**config.mk**
```make
export PLATFORM = sky130hd
export DESIGN_NAME = ssc_cell
export DESIGN_NICKNAME = d
export VERILOG_FILES = /design/src/design/ssc_pkg.sv /design/src/design/ssc_cell.sv
export SDC_FILE = /design/constraint.sdc
export NUM_CORES = 1
export LEC_CHECK = 0
export BUFFER_PORTS_ARGS = -buffer_cell sky130_fd_sc_hd__buf_2
export CAP_MARGIN = 30
export CORE_MARGIN = 1.5
export CORE_UTILIZATION = 50
export DETAILED_ROUTE_END_ITERATION = 10
export PLACE_DENSITY = 0.88
export SETUP_SLACK_MARGIN = 0.15
export SLEW_MARGIN = 5
export SYNTH_ARGS = -nofsm -noshare
export SYNTH_HDL_FRONTEND = slang
export SYNTH_SLANG_ARGS = --single-unit
```
**constraint.sdc**
```tcl
create_clock -name clk -period 2.8 [get_ports clk]
set_input_delay 0.28 -clock clk [delete_from_list [all_inputs] [get_ports clk]]
set_output_delay 0.28 -clock clk [all_outputs]
set_load 0.01 [all_outputs]
```
**src/design/ssc_pkg.sv**
```systemverilog
// Shared types and constants for the subarray sum counter.
// Holds the token that travels down the cell chain and the result word.
// No dependencies.
`default_nettype none

package ssc_pkg;

  localparam int KEY_W          = 32;
  localparam int VAL_W          = 16;
  localparam int CNT_OUT_W      = 32;
  localparam int DEF_MAX_LENGTH = 1024;

  // One sequence element on its way down the chain.
  typedef struct packed {
    logic             vld;       // token carries an element
    logic             last;      // element closes its sequence
    logic             done;      // prefix already recorded by some cell
    logic             ovf;       // an entry count saturated on the way
    logic             self_hit;  // prefix itself equals the target
    logic [KEY_W-1:0] rec_key;   // prefix to record
    logic [KEY_W-1:0] look_key;  // prefix minus target to look up
  } tok_t;

  typedef struct packed {
    logic [CNT_OUT_W-1:0] count;
    logic                 last;
    logic                 ovf;
  } res_t;

endpackage

`default_nettype wire

```
**src/design/ssc_cell.sv**
```systemverilog
// One table entry of the prefix-sum chain: key, occurrence count, valid.
// Looks up and records the passing token, then hands it on. Depends on ssc_pkg.
`default_nettype none

module ssc_cell #(
  parameter int MAX_LENGTH = ssc_pkg::DEF_MAX_LENGTH,
  parameter int CNT_W      = $clog2(2 * MAX_LENGTH)
) (
  input  wire logic             clk,
  input  wire logic             rst_n,
  input  wire logic             en,
  input  wire ssc_pkg::tok_t    tok_i,
  input  wire logic [CNT_W-1:0] hit_i,
  output      ssc_pkg::tok_t    tok_o,
  output      logic [CNT_W-1:0] hit_o
);

  localparam logic [CNT_W-1:0] CNT_MAX = CNT_W'(2 * MAX_LENGTH - 1);

  logic                      vld_r, vld_nxt;
  logic [ssc_pkg::KEY_W-1:0] key_r, key_nxt;
  logic [CNT_W-1:0]          cnt_r, cnt_nxt;
  ssc_pkg::tok_t             tok_r, tok_nxt;
  logic [CNT_W-1:0]          hit_r, hit_nxt;
  logic                      look_hit;
  logic                      rec_hit;

  assign look_hit = vld_r && (key_r == tok_i.look_key);
  assign rec_hit  = vld_r && (key_r == tok_i.rec_key);

  always_comb begin
    vld_nxt = vld_r;
    key_nxt = key_r;
    cnt_nxt = cnt_r;
    tok_nxt = tok_i;
    // lookup sees the count before this element's own record
    hit_nxt = look_hit ? cnt_r : hit_i;
    if (tok_i.vld && !tok_i.done) begin
      if (rec_hit) begin
        tok_nxt.done = 1'b1;
        if (cnt_r < CNT_MAX) begin
          cnt_nxt = cnt_r + 1'b1;
        end else begin
          tok_nxt.ovf = 1'b1;
        end
      end else if (!vld_r) begin
        tok_nxt.done = 1'b1;
        vld_nxt      = 1'b1;
        key_nxt      = tok_i.rec_key;
        cnt_nxt      = CNT_W'(1);
      end
    end
    // closing element empties the entry behind it
    if (tok_i.vld && tok_i.last) begin
      vld_nxt = 1'b0;
    end
  end

  always_ff @(posedge clk) begin
    if (!rst_n) begin
      vld_r     <= 1'b0;
      tok_r.vld <= 1'b0;
    end else if (en) begin
      vld_r <= vld_nxt;
      key_r <= key_nxt;
      cnt_r <= cnt_nxt;
      tok_r <= tok_nxt;
      hit_r <= hit_nxt;
    end
  end

  assign tok_o = tok_r;
  assign hit_o = hit_r;

endmodule

`default_nettype wire

```
### Word level (Yosys, flattened, before mapping)

Cells that the tools add are included.

* reductions and logical operators: 10
* $add $sub $neg: 1
* equality and inequality tests: 5
* muxes and demuxes: 12
* bitwise gates (word level): 2
* magnitude comparators: 1

Operators with widths (number)
* == test 32 bit: 2
* 2-to-1 mux 11 bit: 4
* adder 11 x 1 -> 11 bit, second input constant: 1
* less-than comparator 11 bit, second input constant: 1
* AND reduction 5 bit: 2
* 2-to-1 mux 1 bit: 7
* inequality test 2 x 1 -> 1 bit, second input constant: 3
* logical AND 1 bit: 4
* AND reduction 3 bit: 1
* 2-to-1 mux 2 bit: 1
* NOT 1 bit: 2
* AND reduction 2 bit: 1
* nonzero test 2 bit: 1
* zero test 1 bit: 1

* word-level logic and storage cells: 42
* input bits: 83
* register bits: 124
* output and inout port bits: 80

### Longest topological paths before layout

Gate-level depths: netlist of run 1.

* depth after elaboration: 5
* mapped depth: 6

### Worst setup path after synthesis of run 1

Ideal clock, no wire load.

* path type: input port to flip-flop
* from: input port en
* to: register hit_r[0], in the netlist hit_o[0], enable pin
* data arrival time: 2.121 ns
* slack: 0.234 ns
* stages on the path: 1
* data required time: 2.354 ns
* setup time: 0.446 ns
* cell sequence: and2_1

* word-level cells in the longest chain between the ends: 1

Ends and longest elaborated chain
* start, declared: line ssc_cell.sv:11 `input wire logic en,`
* AND reduction 2 bit (no source line)
* end signal, assigned: line ssc_cell.sv:68 `hit_r <= hit_nxt;`
* end, declared: line ssc_cell.sv:24 `logic [CNT_W-1:0] hit_r, hit_nxt;`

Every way passes these cells.
A chain may end at the register's enable or synchronous reset.

### Final worst setup path of run 1

* from: input port tok_i[39] (netlist bit)
* to: register cnt_r[2], enable pin

* word-level cells in the longest chain between the ends: 4
* elaborated cells between the ends (all ways): 5
* classes of those cells: eq/ne: 3; reduce/logical: 2

Ends and longest elaborated chain
* start, declared: line ssc_cell.sv:12 `input wire ssc_pkg::tok_t tok_i,`
* == test 32 bit *: line ssc_cell.sv:29 `assign rec_hit = vld_r && (key_r == tok_i.rec_key);`
* logical AND 1 bit *: line ssc_cell.sv:29
* inequality test 2 x 1 -> 1 bit (no source line)
* AND reduction 5 bit (no source line) *
* end signal, assigned: line ssc_cell.sv:66 `cnt_r <= cnt_nxt;`
* end, declared: line ssc_cell.sv:22 `logic [CNT_W-1:0] cnt_r, cnt_nxt;`

Every way passes the cells marked *; elsewhere a longest branch is shown, timed or not.

==> results.md, run 1 <==
* Initial Util at 0.5218
* Global-route wire length before repair at 17,150 um
* Proportion of netlist area held by the largest area contributor at 0.7527
* Core Rows at 35
* Post-synth design cell area at 4867 um^2
* Leading cell type by number of instances after synthesis: sky130_fd_sc_hd__edfxtp_1
* Slew Limit Fails at 0
* Placement-stage cell area at 5883 um^2
* Number of setup violations in the final report at 0
* Launch instance of the worst register-to-register path: key_r[7]$_DFFE_PP_
* Slowest cell delay on critical path at 0.56 ns
* Post-route setup slack at 0.2998 ns
* TritonCTS clock tree: yes
* Footprint of the multi-input gates at 1150 um^2
* Total wire length after detailed routing at 11,480 um
* Maximum operating frequency at 400.0 MHz
* Number of nets in the layout at 608
* Worst min path class: in -> reg
* Sinks on Clock Net at 124
* I/O pin count at 163
* DP HPWL at 7333 um
* Total instance count after detailed placement at 568
* Worst Setup Slack post-DPL at 0.3590 ns
* Critical hold path startpoint: tok_i[65]
* Share of async-settable or async-resettable flops after synthesis at 0
* Final core utilization at 0.7671
* RSZ-0062 raised after global routing: no
* Layout-stage area growth over the synthesis result at 47.02%
* Hold endpoint: tok_o[65]$_DFFE_PP_
* Number of buffers added by the clock tree synthesis step at 17
* FF+latch count, synth at 124
* Synth Warn # at 0
* Tightest Pin Transition at 0.5862 ns
* Clock Latency Late Sink at 0.50 ns
* Core ar. at 9328 um^2
* Part of the cycle the worst path needs at 0.8929
* Crit-path slowest cell: sky130_fd_sc_hd__o2111a_1
* Crit end category: flip-flop
* Total grt overflow at 0
* DR DRC count at 0
* Die boundary height at 101.7 um
* Accumulated negative setup slack at 0 ns
* Critical path arrival at 2.63 ns
* Startpoint type of the worst setup path: input pin
* Maximum number of pins on one net before global-route repair at 44
* Clock input transition at the sequential cells of the worst setup and hold paths at 0.06 ns
* Non-filler instance count after layout at 666
* Final GP Congestion at 0.7467
* Cells after synthesis at 274
* Top FF cell, synth: sky130_fd_sc_hd__edfxtp_1
* Critical-path cell list: dlygate4sd3_1 -> buf_2 -> xor2_1 -> nor4_1 -> nand3_1 -> o31ai_1 -> o2111a_1
* Clock Skews at 0.005656 ns
* Top post-synthesis cells by count: sky130_fd_sc_hd__edfxtp_1 (122), sky130_fd_sc_hd__xor2_1 (40), sky130_fd_sc_hd__xnor2_1 (33)
* P per Cell Area at 672.0 nW/um^2
* Worst hold path depth at 3
* Antenna diodes at 0
* Count of input and output buffers at 162
* Worst reg2reg endpoint: cnt_r[2]$_SDFFCE_PN0P_
* Clock Tree Buf Depth at 2
* Library cell with the largest summed area after synthesis: sky130_fd_sc_hd__edfxtp_1
* Number of levels the H-tree was split into at 4
* Logic depth of the worst register-to-register path at 5
* Status: finished clean
* Average cell area after synthesis at 17.76 um^2
* Number of antenna violations at the first check in global routing at 0
* Period minus WS final at 2.500 ns
* Register area at 3704 um^2
* Number of enable-type register cells in the synthesized netlist at 122
* Share of final-layout standard cells stronger than drive strength 1 at 0.3948
* Number of inserted filler cells in the final layout at 566
* Final Hold Violating Endpoints at 0
* Leakage power figure at 2.797 nW
* Total global-route track usage at 0.2271
* Peak VDD IR at 0.5353 mV
* Post-route design area at 7156 um^2
* Detail-routed via count per cell at 4.950
* Top cells by area, synth: sky130_fd_sc_hd__edfxtp_1 (75%), sky130_fd_sc_hd__xor2_1 (7.2%), sky130_fd_sc_hd__xnor2_1 (5.9%), sky130_fd_sc_hd__mux2_2 (2.5%), sky130_fd_sc_hd__nor4_1 (1.2%)
* Crit path max fanout at 11
* Worst max-slew margin expressed relative to the limit at 0.6092
* Slack of the worst reg-to-reg path at 0.35 ns
* Nets in the synthesized netlist at 358
* Vias in the first global route at 3,476
* CTS root buf: sky130_fd_sc_hd__clkbuf_8
* Antenna viol nets, final at 0
* Detailed-route via count at 3,297
* First-pass DRT Iterations at 4
* Width of the chip at 101.7 um
* Count of cell types in the netlist at 26
* Number of violations reported at the end of detailed-routing iteration 0 at 99
* Sequential-to-total area share from yosys stat at 0.7609
* Reported max-cap violation count at 0
* CP required at 2.93 ns
* Routed len/inst at 17.24 um
* Worst Setup Path Type: in -> reg
* Area enclosed by the die boundary at 10,330 um^2
power breakdown:
part           total, W  internal, W  leakage, nW  switching (W)
Sequential      0.00217      0.00214         1.15      0.0000304
Combinational  0.000394     0.000200         1.35       0.000194
Clock           0.00224      0.00144        0.295       0.000798
Total           0.00481      0.00379         2.80        0.00102
layout by cell type, fill, tap and decap left out, types with 2 or more instances in the layout:
master / n
sky130_fd_sc_hd__buf_2: 162
sky130_fd_sc_hd__nor2_1: 9
sky130_fd_sc_hd__inv_1: 2
sky130_fd_sc_hd__bufinv_16: 4
sky130_fd_sc_hd__buf_4: 4
sky130_fd_sc_hd__dlygate4sd3_1: 66
sky130_fd_sc_hd__and2_1: 2
sky130_fd_sc_hd__mux2_2: 11
sky130_fd_sc_hd__nand4_1: 8
sky130_fd_sc_hd__clkbuf_16: 16
sky130_fd_sc_hd__nand3_1: 8
sky130_fd_sc_hd__nor3_1: 3
sky130_fd_sc_hd__clkinv_4: 4
sky130_fd_sc_hd__clkinv_2: 3
sky130_fd_sc_hd__xor2_1: 40
sky130_fd_sc_hd__nor4_1: 9
sky130_fd_sc_hd__and3_1: 5
sky130_fd_sc_hd__edfxtp_1: 122
sky130_fd_sc_hd__dfxtp_1: 2
sky130_fd_sc_hd__xnor2_1: 33
sky130_fd_sc_hd__nand2_1: 6
sky130_fd_sc_hd__clkinvlp_4: 2
flip-flops by register name (all words and copies together) (netlist names):
name	cells
hit_o	11
tok_o	69
key_r	32
cnt_r	11
vld_r	1
worst max-delay path, delay by kind of cell:
family                    cells  cell delay, ns
buffers and inverters         2            0.68
xor gates and xnor gates      1            0.16
AOI/OAI and AO/OA             2            0.89
and+or+nand+nor               2            0.61
how the worst max path moves through the flow:
stage	slack, ns	from	endpoint	depth (start not counted)
after floorplan	0.23	en	hit_o[0]$_DFFE_PP_	1
after CTS	0.32	tok_i[35]	cnt_r[2]$_SDFFCE_PN0P_	7
final	0.30	tok_i[39]	cnt_r[2]$_SDFFCE_PN0P_	7
after global placement	0.38	tok_i[43]	cnt_r[6]$_SDFFCE_PN0P_	6
after detailed placement	0.36	key_r[2]$_DFFE_PP_	cnt_r[8]$_SDFFCE_PN0P_	5
after global routing	0.16	tok_i[43]	cnt_r[10]$_SDFFCE_PN0P_	7
repair_timing:
item	in CTS	in global routing
endpoints found under the hold margin	98	0
hold buffers	66	0
gates resized for setup	0	0
buffers inserted	0	0
layer usage:
layer  GRT usage  wire [um]
met3     0.05176        544
met1      0.2577       4482
met2      0.4046       6240
met5           0          0
met4      0.1090        216
logic make-up (layout without fill, tap and decap cells):
family                   Yosys count  in the layout  share of synthesized area
flip-flops                       124            124                     0.7609
AO/OA/AOI/OAI                      6              6                    0.01466
AND/OR/NAND/NOR                   55             55                    0.06016
buffers and inverters              4            267                   0.004884
adder cells (fa/ha/maj)            1              1                   0.002570
XOR/XNOR                          73             73                     0.1314
multiplexers                      11             11                    0.02545
area by class of cell:
| class | instances | share of cell area |
|---|---|---|
| Multi-Input combinational cell | 146 | 0.1607 |
| Sequential cell | 124 | 0.5176 |
| Timing Repair Buffer | 233 | 0.2126 |
| Inverter | 2 | 0.001049 |
| Tap cell | 129 | 0.02256 |
| Clock inverter | 15 | 0.02763 |
| Clock buffer | 17 | 0.05788 |
per-stage QoR:
step	hold WS (ns)	total power [W]
2_1_floorplan	0.3789	0.002340
3_3_place_gp	0.4619	0.002514
3_5_place_dp	0.4636	0.002526
4_1_cts	0.03985	0.004830
5_1_grt	0.04326	0.004950
6_report	0.06392	0.004808
(Power assumes the default switching activity.)
==> inputs of run 2 (changes only) <==
--- a/config.mk
+++ b/config.mk
@@ -10,7 +10,10 @@
 export CORE_MARGIN = 1.5
 export CORE_UTILIZATION = 50
 export DETAILED_ROUTE_END_ITERATION = 10
+export GPL_ROUTABILITY_DRIVEN = 0
+export MAX_ROUTING_LAYER = met4
 export PLACE_DENSITY = 0.88
+export RECOVER_POWER = 50
 export SETUP_SLACK_MARGIN = 0.15
 export SLEW_MARGIN = 5
 export SYNTH_ARGS = -nofsm -noshare
==> results.md, run 2 (synthesized netlist as in run 1, its figures left out) <==
* Slew Limit Fails at 44 (+44)
* Number of antenna violations at the first check in global routing at 0 (unchanged)
* Total wire length after detailed routing at 11,410 um (-0.69%)
* CP required at 2.94 ns (about the same)
* Family with the most delay on the worst path: compound AO/OA/AOI/OAI gates
* Post-route design area at 7066 um^2 (-1.3%)
* Maximum operating frequency at 402.0 MHz (+0.50%)
* Post-CTS Repair Setup Buffers at 0 (unchanged)
* Core ar. at 9328 um^2 (unchanged)
* Global-route wire length before repair at 17,170 um (about the same)
* Routed metal-1 wire length at 4420 um (-1.4%)
* Clock Skews at 0.007570 ns (+0.001914 ns)
* Status: finished, violations left
* Core Rows at 35 (unchanged)
* Die boundary height at 101.7 um (unchanged)
* Width of the chip at 101.7 um (unchanged)
* Clock Latency Late Sink at 0.51 ns (about the same)
* Detail-routed via count per cell at 4.950 (unchanged)
* Antenna viol nets, final at 0 (unchanged)
* Critical-path cell list: dlygate4sd3_1 -> clkbuf_1 -> xor2_1 -> nor4_1 -> nand3_1 -> o31ai_1 -> o2111a_1
* Number of setup violations in the final report at 0 (unchanged)
* Met2 wire len at 6206 um (-0.54%)
* Crit end category: flip-flop
* Launch instance of the worst register-to-register path: key_r[7]$_DFFE_PP_
* Count of input and output buffers at 162 (unchanged)
* First-pass DRT Iterations at 5 (+1)
* TritonCTS clock tree: yes
* Maximum number of pins on one net before global-route repair at 44 (unchanged)
* Crit path max fanout at 11 (unchanged)
* Accumulated negative setup slack at 0 ns (unchanged)
* Worst reg2reg endpoint: cnt_r[2]$_SDFFCE_PN0P_
* Number of levels the H-tree was split into at 4 (unchanged)
* Sinks on Clock Net at 124 (unchanged)
* Routed len/inst at 17.12 um (-0.69%)
* Worst setup path end: cnt_r[2]$_SDFFCE_PN0P_
* Worst max-slew margin expressed relative to the limit at -0.2970 (-0.9062)
* Critical path arrival at 2.63 ns (about the same)
* Part of the cycle the worst path needs at 0.8885 (-0.004477)
* Tightest Pin Transition at 1.946 ns (+1.359 ns)
* Final Hold Violating Endpoints at 0 (unchanged)
* Leakage power figure at 2.612 nW (-6.6%)
* Most common cell after layout, fill and taps aside: sky130_fd_sc_hd__edfxtp_1
* Worst path buffer plus inverter count at 2 (unchanged)
* Startpoint type of the worst setup path: input pin
* Number of buffers added by the clock tree synthesis step at 17 (unchanged)
* Clock input transition at the sequential cells of the worst setup and hold paths at 0.06 ns (about the same)
* Slack of the worst reg-to-reg path at 0.35 ns (about the same)
* Worst Setup Path Type: in -> reg
* Period minus WS final at 2.488 ns (-0.01254 ns)
* Number of nets in the layout at 608 (unchanged)
* Violated checks: capacitance limit, slew limit
* Logic depth of the worst register-to-register path at 5 (unchanged)
* Crit-path slowest cell: sky130_fd_sc_hd__o2111a_1
* I/O pin count at 163 (unchanged)
* Flip-flop count of the largest register after layout at 69 (unchanged)
* Top layer in use: met4
* Most used cells in the layout excluding fill and tap cells: sky130_fd_sc_hd__edfxtp_1 (122), sky130_fd_sc_hd__buf_2 (96), sky130_fd_sc_hd__dlygate4sd3_1 (66), sky130_fd_sc_hd__clkbuf_1 (66), sky130_fd_sc_hd__xor2_1 (40)
* Total global-route track usage at 0.2348 (+0.007760)
* Reported max-cap violation count at 1 (+1)
* Number of instances resized during post-cts repair at 0 (unchanged)
* CTS root buf: sky130_fd_sc_hd__clkbuf_8
* Vias in the first global route at 3,469 (-0.20%)
* WL met3 at 536 um (-1.5%)
* Antenna diodes at 0 (unchanged)
* RSZ-0062 raised after global routing: no
* Detailed-route via count at 3,297 (unchanged)
* P per Cell Area at 678.2 nW/um^2 (+0.93%)
* Layout-stage area growth over the synthesis result at 45.17%
* Peak VDD IR at 0.5348 mV (about the same)
* Placement-stage cell area at 5883 um^2 (unchanged)
* Launch point of the worst path: tok_i[39]
* Slowest cell delay on critical path at 0.56 ns (about the same)
* Path length in cells of the critical path at 7 (unchanged)
* Worst min path class: in -> reg
* Hold_buf cts at 66 (unchanged)
* Clock Tree Buf Depth at 2 (unchanged)
* Area enclosed by the die boundary at 10,330 um^2 (unchanged)
* Total grt overflow at 0 (unchanged)
* Initial Util at 0.5218 (unchanged)
* Number of violations reported at the end of detailed-routing iteration 0 at 115 (+16%)
* DR DRC count at 0 (unchanged)
* DP HPWL at 7333 um (unchanged)
* Share of final-layout standard cells stronger than drive strength 1 at 0.2700 (-0.1248)
==> run 2: changes by cell type in the layout (fill, tap and decap cells not counted), sizes merged <==
cell	change
clkbuf	+68
buf	-68
==> run 2: area by class of cell <==
type	count	area [um^2]
timing repair buffer	233	1434
tap	129	161.4
multi-input combinational	146	1147
clock buffer	17	414.1
inverter	2	7.507
fill	601	2262
sequential	124	3704
clock inverter	15	197.7
==> run 2: through the flow <==
| stage | setup WS (ns) | power, W | std cells | util | hold WS (ns) |
|---|---|---|---|---|---|
| after floorplan | 0.2335 | 0.002340 | 274 | - | 0.3789 |
| after global placement | 0.3796 | 0.002514 | 568 | 0.6307 | 0.4619 |
| after detailed placement | 0.3590 | 0.002526 | 568 | 0.6307 | 0.4636 |
| after CTS | 0.3198 | 0.004830 | 666 | 0.7671 | 0.03985 |
| after global routing | 0.1114 | 0.004941 | 666 | 0.7575 | 0.04018 |
| final | 0.3123 | 0.004792 | 666 | 0.7575 | 0.05539 |
==> run 2: worst min-delay path by stage <==
| stage | startpoint | end | slack [ns] | cells past startpoint |
|---|---|---|---|---|
| 5_1_grt | tok_i[65] | tok_o[65]$_DFFE_PP_ | 0.04 | 3 |
| 3_5_place_dp | tok_i[64] | tok_o[64]$_DFFE_PP_ | 0.46 | 1 |
| 4_1_cts | rst_n | vld_r$_SDFFE_PN0P_ | 0.04 | 2 |
| 2_1_floorplan | tok_i[32] | key_r[0]$_DFFE_PP_ | 0.38 | 0 |
| 6_report | tok_i[65] | tok_o[65]$_DFFE_PP_ | 0.06 | 3 |
| 3_3_place_gp | tok_i[64] | tok_o[64]$_DFFE_PP_ | 0.46 | 1 |
==> run 2: routing by layer <==
layer  vias up  GRT usage
met5         -          -
met2       149     0.4062
met4         0    0.09829
met3        19    0.05452
li1       1544          -
met1      1585     0.2605
==> run 2: where the power goes <==
group / leakage [nW] / switching (W) / internal, W / total [W]
clock network: 0.295 / 0.000797 / 0.00144 / 0.00224
registers: 1.15 / 0.0000306 / 0.00214 / 0.00217
logic: 1.17 / 0.000194 / 0.000185 / 0.000379
==> run 2: tightest hold or removal path, delay by kind of cell <==
family | cells | cell delay, ns
buffers and inverters | 2 | 0.13
AOI/OAI and AO/OA | 1 | 0.05
==> inputs of run 3 (changes only) <==
--- a/config.mk
+++ b/config.mk
@@ -7,12 +7,14 @@
 export LEC_CHECK = 0
 export BUFFER_PORTS_ARGS = -buffer_cell sky130_fd_sc_hd__buf_2
 export CAP_MARGIN = 30
+export CELL_PAD_IN_SITES_DETAIL_PLACEMENT = 0
+export CELL_PAD_IN_SITES_GLOBAL_PLACEMENT = 1
 export CORE_MARGIN = 1.5
-export CORE_UTILIZATION = 50
+export CORE_UTILIZATION = 41
 export DETAILED_ROUTE_END_ITERATION = 10
 export GPL_ROUTABILITY_DRIVEN = 0
 export MAX_ROUTING_LAYER = met4
-export PLACE_DENSITY = 0.88
+export PLACE_DENSITY = 0.89
 export RECOVER_POWER = 50
 export SETUP_SLACK_MARGIN = 0.15
 export SLEW_MARGIN = 5
==> results.md, run 3 (synthesized netlist as in run 1, its figures left out) <==
* Status: finished, violations left
* Violated checks: DRC, capacitance limit, slew limit
* Total global-route track usage at 0.1808 (-0.05399)
* Vias in the first global route at 2,992 (-14%)
* Final Hold Violating Endpoints at 0 (unchanged)
* Placement-stage cell area at 5893 um^2 (+0.17%)
* Most used cells in the layout excluding fill and tap cells: sky130_fd_sc_hd__edfxtp_1 (122), sky130_fd_sc_hd__clkbuf_1 (83), sky130_fd_sc_hd__buf_2 (79)
* Post-route design area at 6364 um^2 (-9.9%)
* Fraction of power consumed by the clock network at 0.459 (-0.008)
* Crit-path slowest cell: sky130_fd_sc_hd__nor4_1
* Layout-stage area growth over the synthesis result at 30.75%
* TritonCTS clock tree: yes
* Global-route wire length before repair at 15,990 um (-6.8%)
* First-pass DRT Iterations at 8 (+3)
* Maximum operating frequency at 412.0 MHz (+2.5%)
* Clock Latency Late Sink at 0.41 ns (-0.10 ns)
* Hold Worst Slack at 0.04617 ns (-0.009223 ns)
* Number of setup violations in the final report at 0 (unchanged)
* Part of the cycle the worst path needs at 0.8669 (-0.02160)
* P per Cell Area at 718.6 nW/um^2 (+5.9%)
* RSZ-0062 raised after global routing: no
* Reported max-cap violation count at 1 (unchanged)
* Critical path arrival at 2.51 ns (-0.12 ns)
* Core Rows at 39 (+11%)
* Number of inserted filler cells in the final layout at 990 (+65%)
* Core ar. at 11,520 um^2 (+23%)
* Routed len/inst at 17.04 um (-0.47%)
* Share of final-layout standard cells stronger than drive strength 1 at 0.2702 (about the same)
* Count of input and output buffers at 162 (unchanged)
* Number of violations reported at the end of detailed-routing iteration 0 at 167 (+45%)
* Width of the chip at 112.0 um (+10%)
* Most common cell after layout, fill and taps aside: sky130_fd_sc_hd__edfxtp_1
* Detail-routed via count per cell at 4.824 (-2.6%)
* Number of levels the H-tree was split into at 4 (unchanged)
* Hold_buf cts at 0 (-100%)
* DR DRC count at 32 (+32)
* Slack of the worst reg-to-reg path at 0.37 ns (+0.02 ns)
* Worst min path class: in -> reg
* Worst reg2reg endpoint: cnt_r[2]$_SDFFCE_PN0P_
* Worst setup path end: cnt_r[2]$_SDFFCE_PN0P_
* CTS root buf: sky130_fd_sc_hd__clkbuf_16
* Accumulated negative setup slack at 0 ns (unchanged)
* Clock Skews at 0.008195 ns (+0.0006255 ns)
* Worst Setup Path Type: reg -> reg
* Total wire length after detailed routing at 10,470 um (-8.2%)
* Peak VDD IR at 0.4561 mV (-15%)
* Detailed-route via count at 2,962 (-10%)
* Final core utilization at 0.5526 (-0.2049)
* Crit path max fanout at 11 (unchanged)
* Leakage power figure at 2.261 nW (-13%)
* Sinks on Clock Net at 124 (unchanged)
* Slowest cell delay on critical path at 0.49 ns (-0.07 ns)
* Launch point of the worst path: key_r[23]$_DFFE_PP_
* Part of the total power dissipated in sequential elements at 0.475 (+0.022)
* Crit end category: flip-flop
* Antenna viol nets, final at 0 (unchanged)
* CP required at 2.88 ns (-0.06 ns)
* Number of antenna violations at the first check in global routing at 0 (unchanged)
* Die boundary height at 112.0 um (+10%)
* Startpoint type of the worst setup path: flip-flop
* Switching Fraction at 0.2199 (+0.006699)
* Cell-internal power at 0.003567 W (-5.4%)
* Slew Limit Fails at 47 (+6.8%)
* Logic depth of the worst register-to-register path at 5 (unchanged)
* Flip-flop count of the largest register after layout at 69 (unchanged)
* Area enclosed by the die boundary at 12,530 um^2 (+21%)
* Number of nets in the layout at 541 (-11%)
* Logic pwr share at 0.066 (-0.013)
* Clock input transition at the sequential cells of the worst setup and hold paths at 0.05 ns (about the same)
* DP HPWL at 7692 um (+4.9%)
* Tightest Pin Transition at 2.233 ns (+0.2875 ns)
* Critical-path cell list: xor2_1 -> nor4_1 -> nand3_1 -> o31ai_1 -> o2111a_2
* Number of buffers added by the clock tree synthesis step at 17 (unchanged)
* Worst max-slew margin expressed relative to the limit at -0.4887 (-0.1917)
* I/O pin count at 163 (unchanged)
* Clock Tree Buf Depth at 2 (unchanged)
* Maximum number of pins on one net before global-route repair at 48 (+9.1%)
* Total grt overflow at 0 (unchanged)
* Pwr Total at 0.004573 W (-4.6%)
* Launch instance of the worst register-to-register path: key_r[23]$_DFFE_PP_
* Period minus WS final at 2.427 ns (-0.06047 ns)
* Net switching power of the design at 0.001006 W (-1.6%)
* Initial Util at 0.4226 (-0.09916)
## run 3: cell types whose count changed in the layout (fill, tap and decap cells not counted), moves of 2 or more
cell                            change
sky130_fd_sc_hd__dlygate4sd3_1     -66
sky130_fd_sc_hd__buf_2             -17
sky130_fd_sc_hd__clkbuf_1          +17
sky130_fd_sc_hd__bufinv_16          -2
sky130_fd_sc_hd__clkbuf_2           -2
sky130_fd_sc_hd__clkinv_4           -2
sky130_fd_sc_hd__clkinvlp_4         +2
## run 3: worst max-delay path, delay by kind of cell (launching register included)
family	cells	cell delay, ns
XOR/XNOR	1	0.17
AND/OR/NAND/NOR	2	0.68
flip-flops	1	0.43
AO/OA/AOI/OAI	2	0.83
## run 3: layout make-up
type	instances	area [um^2]	share of cell area
antenna	1	2.502	0.0003932
clock buffer	17	425.4	0.06685
clock inverter	15	147.6	0.02320
inverter	2	7.507	0.001180
multi-input combinational	146	1149	0.1805
sequential	124	3704	0.5820
tap	143	178.9	0.02812
timing repair buffer	166	749.5	0.1178
## run 3: worst min-delay path by stage
| stage | startpoint | end | slack (ns) | cells past startpoint |
|---|---|---|---|---|
| floorplan | tok_i[32] | key_r[0]$_DFFE_PP_ | 0.38 | 0 |
| global placement | tok_i[64] | tok_o[64]$_DFFE_PP_ | 0.46 | 1 |
| detailed placement | tok_i[64] | tok_o[64]$_DFFE_PP_ | 0.46 | 1 |
| CTS | tok_i[64] | tok_o[64]$_DFFE_PP_ | 0.02 | 1 |
| global route | tok_i[64] | tok_o[64]$_DFFE_PP_ | 0.03 | 1 |
| finish | tok_i[64] | tok_o[64]$_DFFE_PP_ | 0.05 | 1 |
## run 3: per-layer routing
layer / global-route usage / up-vias / wire length, um
li1: - / 1408 / -
met3: 0.06859 / 16 / 764
met4: 0.07173 / 0 / 151
met1: 0.2124 / 1420 / 4225
met2: 0.2831 / 118 / 5323
met5: - / - / 0
## run 3: power by group through the flow
stage,clock network [W],logic (W),registers (W)
6_report,0.00210,0.000300,0.00217
5_1_grt,0.00222,0.000327,0.00218
4_1_cts,0.00214,0.000324,0.00217
3_5_place_dp,0,0.000322,0.00221
3_3_place_gp,0,0.000316,0.00220
2_1_floorplan,0,0.0000858,0.00225
## run 3: metrics by stage
step                setup slack (ns)  std cells
floorplan                     0.2335        274
global placement              0.3487        581
detailed placement            0.2239        581
CTS                           0.1981        613
global route                  0.2425        613
finish                        0.3728        614
## run 3: repair_timing
| action | CTS | global route |
|---|---|---|
| setup buffers | 0 | 0 |
| endpoints found under the hold margin | 0 | 0 |
| gates resized for setup | 0 | 1 |
| setup endpoints to repair | 0 | 11 |
